## src/rtl/core/scd_pkg.sv

```systemverilog
// Shared constants, types and helpers of the stick calibration and deadband block.
package scd_pkg;

	// Fixed-point format of stick positions
	localparam int FRAC_BITS = 15;
	localparam int VAL_W     = FRAC_BITS + 1;
	localparam logic [VAL_W-1:0] ONE  = {1'b1, {FRAC_BITS{1'b0}}};
	localparam logic [VAL_W-1:0] HALF = ONE >> 1;

	// Port field widths
	localparam int DATA_W = 16;
	localparam int MODE_W = 2;
	localparam int CFG_W  = 16;
	localparam int IDX_W  = 3;

	// Internal widths: magnitudes, signed working values, divisor, quotient, remainder
	localparam int MAG_W = (VAL_W > DATA_W) ? VAL_W : DATA_W;
	localparam int SX_W  = MAG_W + 2;
	localparam int DEN_W = MAG_W + 1;
	localparam int QW    = VAL_W;
	localparam int DW_W  = DEN_W + QW + 1;

	// Mode codes; the upper mode bit turns the deadband on
	localparam logic [MODE_W-1:0] MODE_RAW = 2'd0;
	localparam int MODE_DB_BIT = 1;

	// Register indexes
	typedef enum logic [IDX_W-1:0] {
		REG_CAL_MIN    = 3'd0,
		REG_CAL_CENTER = 3'd1,
		REG_CAL_MAX    = 3'd2,
		REG_DB_WIDTH   = 3'd3,
		REG_DB_MIDDLE  = 3'd4
	} scd_reg_t;

	// Register reset values
	localparam logic [CFG_W-1:0] CAL_MIN_RST    = 16'd0;
	localparam logic [CFG_W-1:0] CAL_CENTER_RST = 16'd16384;
	localparam logic [CFG_W-1:0] CAL_MAX_RST    = 16'd32768;
	localparam logic [CFG_W-1:0] DB_WIDTH_RST   = 16'd0;
	localparam logic             DB_MIDDLE_RST  = 1'b1;

	typedef struct packed {
		logic [CFG_W-1:0] cal_min;
		logic [CFG_W-1:0] cal_center;
		logic [CFG_W-1:0] cal_max;
		logic [CFG_W-1:0] db_width;
		logic             db_middle;
	} scd_cfg_t;

	// How a segment result is formed once the quotient is known
	typedef struct packed {
		logic             fixed;
		logic [VAL_W-1:0] fixed_val;
		logic             base_half;
		logic             negate;
		logic             do_db;
	} scd_ctl_t;

	typedef struct packed {
		scd_ctl_t         ctl;
		logic [DW_W-1:0]  num;
		logic [DEN_W-1:0] den;
	} scd_divreq_t;

	typedef struct packed {
		scd_ctl_t        ctl;
		logic [QW-1:0]   quot;
		logic            ovf;
	} scd_divres_t;

	typedef struct packed {
		logic [VAL_W-1:0] v;
		logic             do_db;
	} scd_val_t;

	// Magnitude of a signed working value
	function automatic logic [MAG_W-1:0] abs_mag(input logic signed [SX_W-1:0] x);
		logic signed [SX_W-1:0] m;
		m = (x < 0) ? -x : x;
		return MAG_W'(m);
	endfunction

endpackage

```

## src/rtl/core/scd_if.sv

```systemverilog
// Valid/ready stream interfaces for stick requests and results.
interface scd_in_if;
	logic                         valid;
	logic                         ready;
	logic [scd_pkg::DATA_W-1:0]   sample;
	logic [scd_pkg::MODE_W-1:0]   mode;

	modport source (output valid, sample, mode, input ready);
	modport sink   (input valid, sample, mode, output ready);
endinterface

interface scd_out_if;
	logic                         valid;
	logic                         ready;
	logic [scd_pkg::DATA_W-1:0]   stick_value;

	modport source (output valid, stick_value, input ready);
	modport sink   (input valid, stick_value, output ready);
endinterface

```

## src/rtl/core/scd_cal_front.sv

```systemverilog
// Calibration stage: picks the segment of the raw sample and forms its divide request.
module scd_cal_front (
	input  logic                        clk,
	input  logic                        arst_n,
	input  scd_pkg::scd_cfg_t           cfg,
	input  logic                        in_valid,
	output logic                        in_ready,
	input  logic [scd_pkg::DATA_W-1:0]  sample,
	input  logic [scd_pkg::MODE_W-1:0]  mode,
	output logic                        req_valid,
	input  logic                        req_ready,
	output scd_pkg::scd_divreq_t        req
);
	localparam int SX    = scd_pkg::SX_W;
	localparam int DW_W  = scd_pkg::DW_W;
	localparam int VAL_W = scd_pkg::VAL_W;

	logic signed [SX-1:0] v, lo, mc, hi, rng_lo, num_lo, rng_hi, num_hi;
	scd_pkg::scd_divreq_t nxt;
	logic                 vld_s1;
	scd_pkg::scd_divreq_t req_s1;

	assign v      = SX'(sample);
	assign lo     = SX'(cfg.cal_min);
	assign mc     = SX'(cfg.cal_center);
	assign hi     = SX'(cfg.cal_max);
	assign rng_lo = mc - lo;
	assign num_lo = v - lo;
	assign rng_hi = hi - mc;
	assign num_hi = v - mc;

	// segment selection and special cases
	always_comb begin
		nxt = '0;
		nxt.ctl.do_db = mode[scd_pkg::MODE_DB_BIT];
		if (mode == scd_pkg::MODE_RAW) begin
			nxt.ctl.fixed = 1'b1;
			nxt.ctl.do_db = 1'b0;
			if (SX'(sample) > SX'(scd_pkg::ONE))
				nxt.ctl.fixed_val = scd_pkg::ONE;
			else
				nxt.ctl.fixed_val = VAL_W'(sample);
		end else if (v <= mc) begin
			// lower segment: zero range, zero offset or opposite signs give 0
			if (rng_lo == 0 || num_lo == 0 || ((num_lo < 0) != (rng_lo < 0))) begin
				nxt.ctl.fixed     = 1'b1;
				nxt.ctl.fixed_val = '0;
			end else begin
				nxt.num = DW_W'(scd_pkg::abs_mag(num_lo)) << scd_pkg::FRAC_BITS;
				nxt.den = {scd_pkg::abs_mag(rng_lo), 1'b0};
			end
		end else begin
			// upper segment: zero range pins to full travel
			if (rng_hi == 0) begin
				nxt.ctl.fixed     = 1'b1;
				nxt.ctl.fixed_val = scd_pkg::ONE;
			end else if (num_hi == 0) begin
				nxt.ctl.fixed     = 1'b1;
				nxt.ctl.fixed_val = scd_pkg::HALF;
			end else begin
				nxt.ctl.base_half = 1'b1;
				nxt.ctl.negate    = (rng_hi < 0);
				nxt.num = DW_W'(scd_pkg::abs_mag(num_hi)) << scd_pkg::FRAC_BITS;
				nxt.den = {scd_pkg::abs_mag(rng_hi), 1'b0};
			end
		end
	end

	assign in_ready = !vld_s1 || req_ready;

	always_ff @(posedge clk or negedge arst_n) begin
		if (!arst_n) begin
			vld_s1 <= 1'b0;
		end else if (in_ready) begin
			vld_s1 <= in_valid;
		end
	end

	always_ff @(posedge clk) begin
		if (in_ready && in_valid) begin
			req_s1 <= nxt;
		end
	end

	assign req_valid = vld_s1;
	assign req       = req_s1;
endmodule

```

## src/rtl/core/scd_db_front.sv

```systemverilog
// Deadband stage: picks the deadband segment of a calibrated value and forms its divide request.
module scd_db_front (
	input  logic                 clk,
	input  logic                 arst_n,
	input  scd_pkg::scd_cfg_t    cfg,
	input  logic                 in_valid,
	output logic                 in_ready,
	input  scd_pkg::scd_val_t    val,
	output logic                 req_valid,
	input  logic                 req_ready,
	output scd_pkg::scd_divreq_t req
);
	localparam int SX    = scd_pkg::SX_W;
	localparam int DW_W  = scd_pkg::DW_W;
	localparam int DEN_W = scd_pkg::DEN_W;

	logic signed [SX-1:0] vv, d, half, one, mc, xc, rng_hi, num_hi, den_le, num_le;
	scd_pkg::scd_divreq_t nxt;
	logic                 vld_s1;
	scd_pkg::scd_divreq_t req_s1;

	assign vv     = SX'(val.v);
	assign d      = SX'(cfg.db_width >> 1);
	assign half   = SX'(scd_pkg::HALF);
	assign one    = SX'(scd_pkg::ONE);
	assign mc     = half - d;
	assign xc     = half + d;
	assign rng_hi = one - xc;
	assign num_hi = vv - xc;
	assign den_le = one - d;
	assign num_le = vv - d;

	always_comb begin
		nxt = '0;
		if (!val.do_db) begin
			nxt.ctl.fixed     = 1'b1;
			nxt.ctl.fixed_val = val.v;
		end else if (cfg.db_middle) begin
			// centred deadband: plateau at half, both sides rescaled
			if (vv <= mc) begin
				if (mc == 0 || vv == 0) begin
					nxt.ctl.fixed     = 1'b1;
					nxt.ctl.fixed_val = '0;
				end else begin
					nxt.num = DW_W'(scd_pkg::abs_mag(vv)) << scd_pkg::FRAC_BITS;
					nxt.den = {scd_pkg::abs_mag(mc), 1'b0};
				end
			end else if (vv < xc) begin
				nxt.ctl.fixed     = 1'b1;
				nxt.ctl.fixed_val = scd_pkg::HALF;
			end else if (rng_hi == 0) begin
				nxt.ctl.fixed     = 1'b1;
				nxt.ctl.fixed_val = scd_pkg::ONE;
			end else if (num_hi == 0) begin
				nxt.ctl.fixed     = 1'b1;
				nxt.ctl.fixed_val = scd_pkg::HALF;
			end else begin
				nxt.ctl.base_half = 1'b1;
				nxt.ctl.negate    = (rng_hi < 0);
				nxt.num = DW_W'(scd_pkg::abs_mag(num_hi)) << scd_pkg::FRAC_BITS;
				nxt.den = {scd_pkg::abs_mag(rng_hi), 1'b0};
			end
		end else if (vv < d) begin
			// low-end deadband: zero below it
			nxt.ctl.fixed     = 1'b1;
			nxt.ctl.fixed_val = '0;
		end else if (den_le <= 0) begin
			nxt.ctl.fixed     = 1'b1;
			nxt.ctl.fixed_val = scd_pkg::ONE;
		end else begin
			nxt.num = DW_W'(scd_pkg::abs_mag(num_le)) << scd_pkg::FRAC_BITS;
			nxt.den = DEN_W'(den_le);
		end
	end

	assign in_ready = !vld_s1 || req_ready;

	always_ff @(posedge clk or negedge arst_n) begin
		if (!arst_n) begin
			vld_s1 <= 1'b0;
		end else if (in_ready) begin
			vld_s1 <= in_valid;
		end
	end

	always_ff @(posedge clk) begin
		if (in_ready && in_valid) begin
			req_s1 <= nxt;
		end
	end

	assign req_valid = vld_s1;
	assign req       = req_s1;
endmodule

```

## src/rtl/core/scd_div_pipe.sv

```systemverilog
// Pipelined restoring divider, one quotient bit per stage, flagging quotients that overflow.
module scd_div_pipe (
	input  logic                 clk,
	input  logic                 arst_n,
	input  logic                 req_valid,
	output logic                 req_ready,
	input  scd_pkg::scd_divreq_t req,
	output logic                 res_valid,
	input  logic                 res_ready,
	output scd_pkg::scd_divres_t res
);
	localparam int QW    = scd_pkg::QW;
	localparam int DW_W  = scd_pkg::DW_W;
	localparam int DEN_W = scd_pkg::DEN_W;
	localparam int NST   = QW + 1;

	// per-stage registers, index is the stage number
	logic                 vld_s  [NST];
	logic [DW_W-1:0]      rem_s  [NST];
	logic [DEN_W-1:0]     den_s  [NST];
	logic [QW-1:0]        quot_s [NST];
	logic                 ovf_s  [NST];
	scd_pkg::scd_ctl_t    ctl_s  [NST];
	logic                 load   [NST+1];

	// a stage loads when it is empty or its successor loads
	assign load[NST] = res_ready;
	for (genvar k = 0; k < NST; k++) begin : g_load
		assign load[k] = !vld_s[k] || load[k+1];
	end

	assign req_ready = load[0];

	// entry stage: quotients that do not fit in QW bits are flagged as overflow
	always_ff @(posedge clk or negedge arst_n) begin
		if (!arst_n) begin
			vld_s[0] <= 1'b0;
		end else if (load[0]) begin
			vld_s[0] <= req_valid;
		end
	end

	always_ff @(posedge clk) begin
		if (load[0] && req_valid) begin
			rem_s[0]  <= req.num;
			den_s[0]  <= req.den;
			quot_s[0] <= '0;
			ovf_s[0]  <= req.num >= (DW_W'(req.den) << QW);
			ctl_s[0]  <= req.ctl;
		end
	end

	// one trial subtraction per stage, most significant bit first
	for (genvar k = 1; k < NST; k++) begin : g_bit
		localparam int B = QW - k;
		logic [DW_W-1:0] trial;
		logic            take;

		assign trial = DW_W'(den_s[k-1]) << B;
		assign take  = rem_s[k-1] >= trial;

		always_ff @(posedge clk or negedge arst_n) begin
			if (!arst_n) begin
				vld_s[k] <= 1'b0;
			end else if (load[k]) begin
				vld_s[k] <= vld_s[k-1];
			end
		end

		always_ff @(posedge clk) begin
			if (load[k] && vld_s[k-1]) begin
				rem_s[k]  <= take ? (rem_s[k-1] - trial) : rem_s[k-1];
				den_s[k]  <= den_s[k-1];
				quot_s[k] <= quot_s[k-1] | ({{(QW-1){1'b0}}, take} << B);
				ovf_s[k]  <= ovf_s[k-1];
				ctl_s[k]  <= ctl_s[k-1];
			end
		end
	end

	assign res_valid = vld_s[NST-1];
	assign res.ctl   = ctl_s[NST-1];
	assign res.quot  = quot_s[NST-1];
	assign res.ovf   = ovf_s[NST-1];
endmodule

```

## src/rtl/core/scd_seg_back.sv

```systemverilog
// Segment result stage: adds the quotient to its base, or subtracts it, and clamps to 0..1.
module scd_seg_back (
	input  logic                 clk,
	input  logic                 arst_n,
	input  logic                 in_valid,
	output logic                 in_ready,
	input  scd_pkg::scd_divres_t dres,
	output logic                 out_valid,
	input  logic                 out_ready,
	output scd_pkg::scd_val_t    val
);
	localparam int QW    = scd_pkg::QW;
	localparam int VAL_W = scd_pkg::VAL_W;

	logic [QW-1:0]          q;
	logic signed [QW+1:0]   base, sum;
	scd_pkg::scd_val_t      nxt;
	logic                   vld_s1;
	scd_pkg::scd_val_t      val_s1;

	assign q    = dres.ovf ? '1 : dres.quot;
	assign base = dres.ctl.base_half ? (QW+2)'(scd_pkg::HALF) : '0;
	assign sum  = dres.ctl.negate ? (base - (QW+2)'(q)) : (base + (QW+2)'(q));

	// clamp to 0..ONE unless the result was settled up front
	always_comb begin
		nxt.do_db = dres.ctl.do_db;
		if (dres.ctl.fixed)
			nxt.v = dres.ctl.fixed_val;
		else if (sum < 0)
			nxt.v = '0;
		else if (sum > (QW+2)'(scd_pkg::ONE))
			nxt.v = scd_pkg::ONE;
		else
			nxt.v = VAL_W'(sum);
	end

	assign in_ready = !vld_s1 || out_ready;

	always_ff @(posedge clk or negedge arst_n) begin
		if (!arst_n) begin
			vld_s1 <= 1'b0;
		end else if (in_ready) begin
			vld_s1 <= in_valid;
		end
	end

	always_ff @(posedge clk) begin
		if (in_ready && in_valid) begin
			val_s1 <= nxt;
		end
	end

	assign out_valid = vld_s1;
	assign val       = val_s1;
endmodule

```

## src/rtl/core/stick_calibration_deadband.sv

```systemverilog
// Top level of the stick calibration and deadband block: registers and pipeline.
//
//  channel    dir  handshake        payload
//  stick_in   in   valid/ready      sample[15:0], mode[1:0]
//  stick_out  out  valid/ready      stick_value[15:0]
//  cfg        in   cfg_we           cfg_index[2:0], cfg_data[15:0]
//
// One request per cycle while the output is not stalled; values are Q1.15, and each passes the two
// bit-per-stage dividers (calibration segment, then deadband segment).
// Reset empties the pipeline and loads the register defaults.
// A stage holds while its successor is full and stalled; empty stages close up, so
// requests keep entering until every stage is occupied.
module stick_calibration_deadband (
	input  logic                        clk,
	input  logic                        arst_n,
	scd_in_if.sink                      stick_in,
	scd_out_if.source                   stick_out,
	input  logic                        cfg_we,
	input  logic [scd_pkg::IDX_W-1:0]   cfg_index,
	input  logic [scd_pkg::CFG_W-1:0]   cfg_data
);
	scd_pkg::scd_cfg_t    cfg_q;

	logic                 c_req_valid, c_req_ready;
	scd_pkg::scd_divreq_t c_req;
	logic                 c_res_valid, c_res_ready;
	scd_pkg::scd_divres_t c_res;
	logic                 c_val_valid, c_val_ready;
	scd_pkg::scd_val_t    c_val;
	logic                 d_req_valid, d_req_ready;
	scd_pkg::scd_divreq_t d_req;
	logic                 d_res_valid, d_res_ready;
	scd_pkg::scd_divres_t d_res;
	scd_pkg::scd_val_t    d_val;

	// configuration registers; unknown indexes are ignored
	always_ff @(posedge clk or negedge arst_n) begin
		if (!arst_n) begin
			cfg_q.cal_min    <= scd_pkg::CAL_MIN_RST;
			cfg_q.cal_center <= scd_pkg::CAL_CENTER_RST;
			cfg_q.cal_max    <= scd_pkg::CAL_MAX_RST;
			cfg_q.db_width   <= scd_pkg::DB_WIDTH_RST;
			cfg_q.db_middle  <= scd_pkg::DB_MIDDLE_RST;
		end else if (cfg_we) begin
			unique case (cfg_index)
				scd_pkg::REG_CAL_MIN:    cfg_q.cal_min    <= cfg_data;
				scd_pkg::REG_CAL_CENTER: cfg_q.cal_center <= cfg_data;
				scd_pkg::REG_CAL_MAX:    cfg_q.cal_max    <= cfg_data;
				scd_pkg::REG_DB_WIDTH:   cfg_q.db_width   <= cfg_data;
				scd_pkg::REG_DB_MIDDLE:  cfg_q.db_middle  <= cfg_data[0];
				default: ;
			endcase
		end
	end

	// calibration: segment select, divide, combine
	scd_cal_front u_cal_front (
		.clk       (clk),
		.arst_n    (arst_n),
		.cfg       (cfg_q),
		.in_valid  (stick_in.valid),
		.in_ready  (stick_in.ready),
		.sample    (stick_in.sample),
		.mode      (stick_in.mode),
		.req_valid (c_req_valid),
		.req_ready (c_req_ready),
		.req       (c_req)
	);

	scd_div_pipe u_cal_div (
		.clk       (clk),
		.arst_n    (arst_n),
		.req_valid (c_req_valid),
		.req_ready (c_req_ready),
		.req       (c_req),
		.res_valid (c_res_valid),
		.res_ready (c_res_ready),
		.res       (c_res)
	);

	scd_seg_back u_cal_back (
		.clk       (clk),
		.arst_n    (arst_n),
		.in_valid  (c_res_valid),
		.in_ready  (c_res_ready),
		.dres      (c_res),
		.out_valid (c_val_valid),
		.out_ready (c_val_ready),
		.val       (c_val)
	);

	// deadband: segment select, divide, combine
	scd_db_front u_db_front (
		.clk       (clk),
		.arst_n    (arst_n),
		.cfg       (cfg_q),
		.in_valid  (c_val_valid),
		.in_ready  (c_val_ready),
		.val       (c_val),
		.req_valid (d_req_valid),
		.req_ready (d_req_ready),
		.req       (d_req)
	);

	scd_div_pipe u_db_div (
		.clk       (clk),
		.arst_n    (arst_n),
		.req_valid (d_req_valid),
		.req_ready (d_req_ready),
		.req       (d_req),
		.res_valid (d_res_valid),
		.res_ready (d_res_ready),
		.res       (d_res)
	);

	scd_seg_back u_db_back (
		.clk       (clk),
		.arst_n    (arst_n),
		.in_valid  (d_res_valid),
		.in_ready  (d_res_ready),
		.dres      (d_res),
		.out_valid (stick_out.valid),
		.out_ready (stick_out.ready),
		.val       (d_val)
	);

	assign stick_out.stick_value = scd_pkg::DATA_W'(d_val.v);
endmodule

```

## src/flat_wrapper.sv

```systemverilog
// flat-port wrapper written by rule: the top's interface ports become plain ports
module stick_calibration_deadband_flat 
  (clk, arst_n, cfg_we, cfg_index, cfg_data, stick_in_valid, stick_in_sample, stick_in_mode, stick_in_ready, stick_out_valid, stick_out_stick_value, stick_out_ready);
  scd_in_if stick_in_i ();
  scd_out_if stick_out_i ();
  input  logic clk;
  input  logic arst_n;
  input  logic cfg_we;
  input  logic [scd_pkg::IDX_W-1:0] cfg_index;
  input  logic [scd_pkg::CFG_W-1:0] cfg_data;
  input wire logic [$bits(stick_in_i.valid)-1:0] stick_in_valid;
  input wire logic [$bits(stick_in_i.sample)-1:0] stick_in_sample;
  input wire logic [$bits(stick_in_i.mode)-1:0] stick_in_mode;
  output wire logic [$bits(stick_in_i.ready)-1:0] stick_in_ready;
  output wire logic [$bits(stick_out_i.valid)-1:0] stick_out_valid;
  output wire logic [$bits(stick_out_i.stick_value)-1:0] stick_out_stick_value;
  input wire logic [$bits(stick_out_i.ready)-1:0] stick_out_ready;
  assign stick_in_i.valid = stick_in_valid;
  assign stick_in_i.sample = stick_in_sample;
  assign stick_in_i.mode = stick_in_mode;
  assign stick_in_ready = stick_in_i.ready;
  assign stick_out_valid = stick_out_i.valid;
  assign stick_out_stick_value = stick_out_i.stick_value;
  assign stick_out_i.ready = stick_out_ready;
  stick_calibration_deadband u_core (.clk(clk), .arst_n(arst_n), .stick_in(stick_in_i), .stick_out(stick_out_i), .cfg_we(cfg_we), .cfg_index(cfg_index), .cfg_data(cfg_data));
endmodule
```

## config.mk

```make
export PLATFORM = sky130hd
export DESIGN_NAME = stick_calibration_deadband_flat
export DESIGN_NICKNAME = d
export VERILOG_FILES = /design/src/rtl/core/scd_pkg.sv /design/src/rtl/core/scd_if.sv /design/src/rtl/core/scd_cal_front.sv /design/src/rtl/core/scd_db_front.sv /design/src/rtl/core/scd_div_pipe.sv /design/src/rtl/core/scd_seg_back.sv /design/src/rtl/core/stick_calibration_deadband.sv /design/src/flat_wrapper.sv
export SDC_FILE = /design/constraint.sdc
export NUM_CORES = 2
export LEC_CHECK = 0
export BUFFER_PORTS_ARGS = -buffer_cell sky130_fd_sc_hd__buf_2
export CAP_MARGIN = 25
export CORE_MARGIN = 3
export CORE_UTILIZATION = 58
export CTS_CLUSTER_SIZE = 12
export DETAILED_ROUTE_END_ITERATION = 16
export GPL_ROUTABILITY_DRIVEN = 0
export PLACE_DENSITY = 0.82
export SLEW_MARGIN = 10
export SYNTH_ARGS = -nofsm -noshare
export SYNTH_HDL_FRONTEND = slang
export SYNTH_HIERARCHICAL = 1
export SYNTH_SLANG_ARGS = --single-unit
```

## constraint.sdc

```tcl
create_clock -name clk -period 8 [get_ports clk]
set_input_delay 0.8 -clock clk [delete_from_list [all_inputs] [get_ports clk]]
set_output_delay 0.8 -clock clk [all_outputs]
set_load 0.05 [all_outputs]
```

==> flow_summary.ini <==
[outcome]
status = completed

[power]
power_mw = 50.6
p_leak_nw = 56.1
power.density_mw_per_mm2 = 339
ir_drop_uv = 264

[synth]
syn_avg_cell_area_um2 = 12.7
netlist_instances = 10700
syn_area_mm2 = 0.136
yosysWarnings = 6

[global_routing]
use_met2_pct = 41.4
grt_pass1_wl_mm = 450
grt_pass1_vias = 85500
use_met1_pct = 26.5
busiest_layer = met2
grt_usage_pct = 23.1
grt_max_degree = 87
grt-ovfl-total = 0
met3_usage_pct = 3.24
antenna_found_initial = 4

[floorplan]
placeableCoreArea_mm2 = 0.233
die_w_um = 491
fp.dieH_um = 491
rows = 177
start_util_pct = 58.5
fp.dieArea_mm2 = 0.241
num_io_pins = 60

[route]
firstDrtPassIters = 7
routed_wl_mm = 285
drt_iter0_markers = 7582
drc_errors = 0
wl_per_cell_um = 20.1
ant_nets = 0
drt-vias-per-instance = 6.05
vias = 85800

[timing]
fin_crit_sh_pct = 95.3
slew_headroom_pct = 31.2
fmaxAchievable_mhz = 131
fin_tns_setup_ps = 0
period_minus_slack_ps = 7620
slew_viol_final = 0
rsz0062_at_grt = no
hold-worst-slack_ps = 92.6
finalSetupViolations = 0
tightest_slew_ps = 1030
skew_ps = 92.6
hold_violations = 0

[worst_setup_path]
path_class = reg -> out
r2r_cells = 19
timing.rr.start = u_core/u_db_back/out_valid
r2r_slack_ps = 1390
required_ps = 7200
rr_endpoint = u_core/u_cal_div/rem_s[0][27]
path_max_fanout = 5
startpoint_type = flop
cp_data_arrival_time_ps = 6820
end_kind = primary output

[cts]
insertion_delay_ps = 960
clockBufferDepth = 4
htree_levels = 5
cts_root_buf = clkbuf_16
clock-sinks = 2840
cts_made_buffers = 309
clkTransAtPathRegs_ps = 60
cts_tree = built
post-cts-setup-buffer-count = 0

[hold_path]
whs_path_depth = 1
worstHoldEndpoint = u_core/u_cal_front/req[51]
holdCritStartpoint = stick_in_mode[1]
hold_path_class = in -> reg

[place]
dp_hpwl_mm = 200
portBuffers = 59

[final_layout]
num-fill-cells = 15800
final_cell_mix = edfxtp_1, inv_1, nand2_1
drive_above_1_share_pct = 7.99
nNetsFinal = 11700
regArea_mm2 = 0.0848
final_util_pct = 64.0
layout_commonest_cell = edfxtp_1
areaGrowthSynthToFinish_pct = 9.39
multi_input_area_mm2 = 0.0472

[run]
cap_violations = 0
## through the flow
stage | setup WS [ps] | instances | instance area [um2]
after CTS | 191 | 14200 | 149000
final | 378 | 14200 | 149000
after floorplan | 1070 | 10700 | 136000
after global routing | 35.1 | 14200 | 149000
after detailed placement | 801 | 13700 | 140000
after global placement | 918 | 13700 | 140000
## worst max-delay path by stage
stage                                     from                             end  slack (ps)
global route        u_core/u_db_back/out_valid                  stick_in_ready          40
finish              u_core/u_db_back/out_valid                  stick_in_ready         380
global placement               stick_out_ready                  stick_in_ready         920
CTS                 u_core/u_db_back/out_valid                  stick_in_ready         190
detailed placement             stick_out_ready                  stick_in_ready         800
floorplan                      stick_out_ready  u_core/u_cal_div/ctl_s[0][120]        1070
## power by group
| part | leakage, nW | switching, mW | internal (mW) |
|---|---|---|---|
| logic | 24.1 | 9.38 | 6.64 |
| registers | 27.6 | 1.80 | 19.9 |
| clock network | 4.38 | 5.32 | 7.54 |
| total | 56.1 | 16.5 | 34.1 |
## state kept, by name (all words and copies together), names as in the netlist, 16 cells and up
signal,count
u_core/u_cal_div/rem_s,544
u_core/u_db_div/rem_s,544
u_core/u_cal_div/ctl_s,340
u_core/u_db_div/ctl_s,323
u_core/u_cal_div/den_s,272
u_core/u_db_div/den_s,272
u_core/u_cal_div/quot_s,136
u_core/u_db_div/quot_s,136
u_core/cfg_q,64
u_core/u_cal_front/req,52
u_core/u_db_front/req,52
u_core/u_cal_back/val,17
u_core/u_cal_div/ovf_s,17
u_core/u_db_div/ovf_s,17
u_core/u_cal_div/vld_s,16
u_core/u_db_back/val,16
u_core/u_db_div/vld_s,16
## final cells by class
type	instances	share of cell area (%)
Clock inverter	74	0.414
Tap cell	3132	2.63
Multi-Input combinational cell	6751	31.7
Antenna cell	3	0.00503
Inverter	854	2.15
Timing Repair Buffer	141	0.727
Clock buffer	397	5.59
Sequential cell	2840	56.8
## per-layer routing
metal	vias up	wire [um]
met5	-	12
met4	2	18100
met3	1114	16900
met2	3849	144000
met1	40900	106000
li1	40000	-
## worst max-delay path, cell delays in order (launching register included)
cell and delay [ps]:
dfrtp_1 360, nand2b_1 100, nor2b_1 420, nand3_1 230, nor2_2 380, nand2_1 210, nor4_1 730, and4_1 430
inv_1 60, nand2b_1 180, nand2b_1 210, nor2b_1 450, nand3_1 290, nor2_1 380, nand2_1 180, nor3_1 380
buf_4 250, nand4_1 140, nand2b_1 230, buf_2 230
## timing repair
item / 4_1_cts / 5_1_grt
hold buffers: 1 / 0
endpoints found under the hold margin: 38 / 0
resized for setup: 0 / 1
endpoints found under the setup margin: 0 / 1
(Power assumes the default switching activity.)
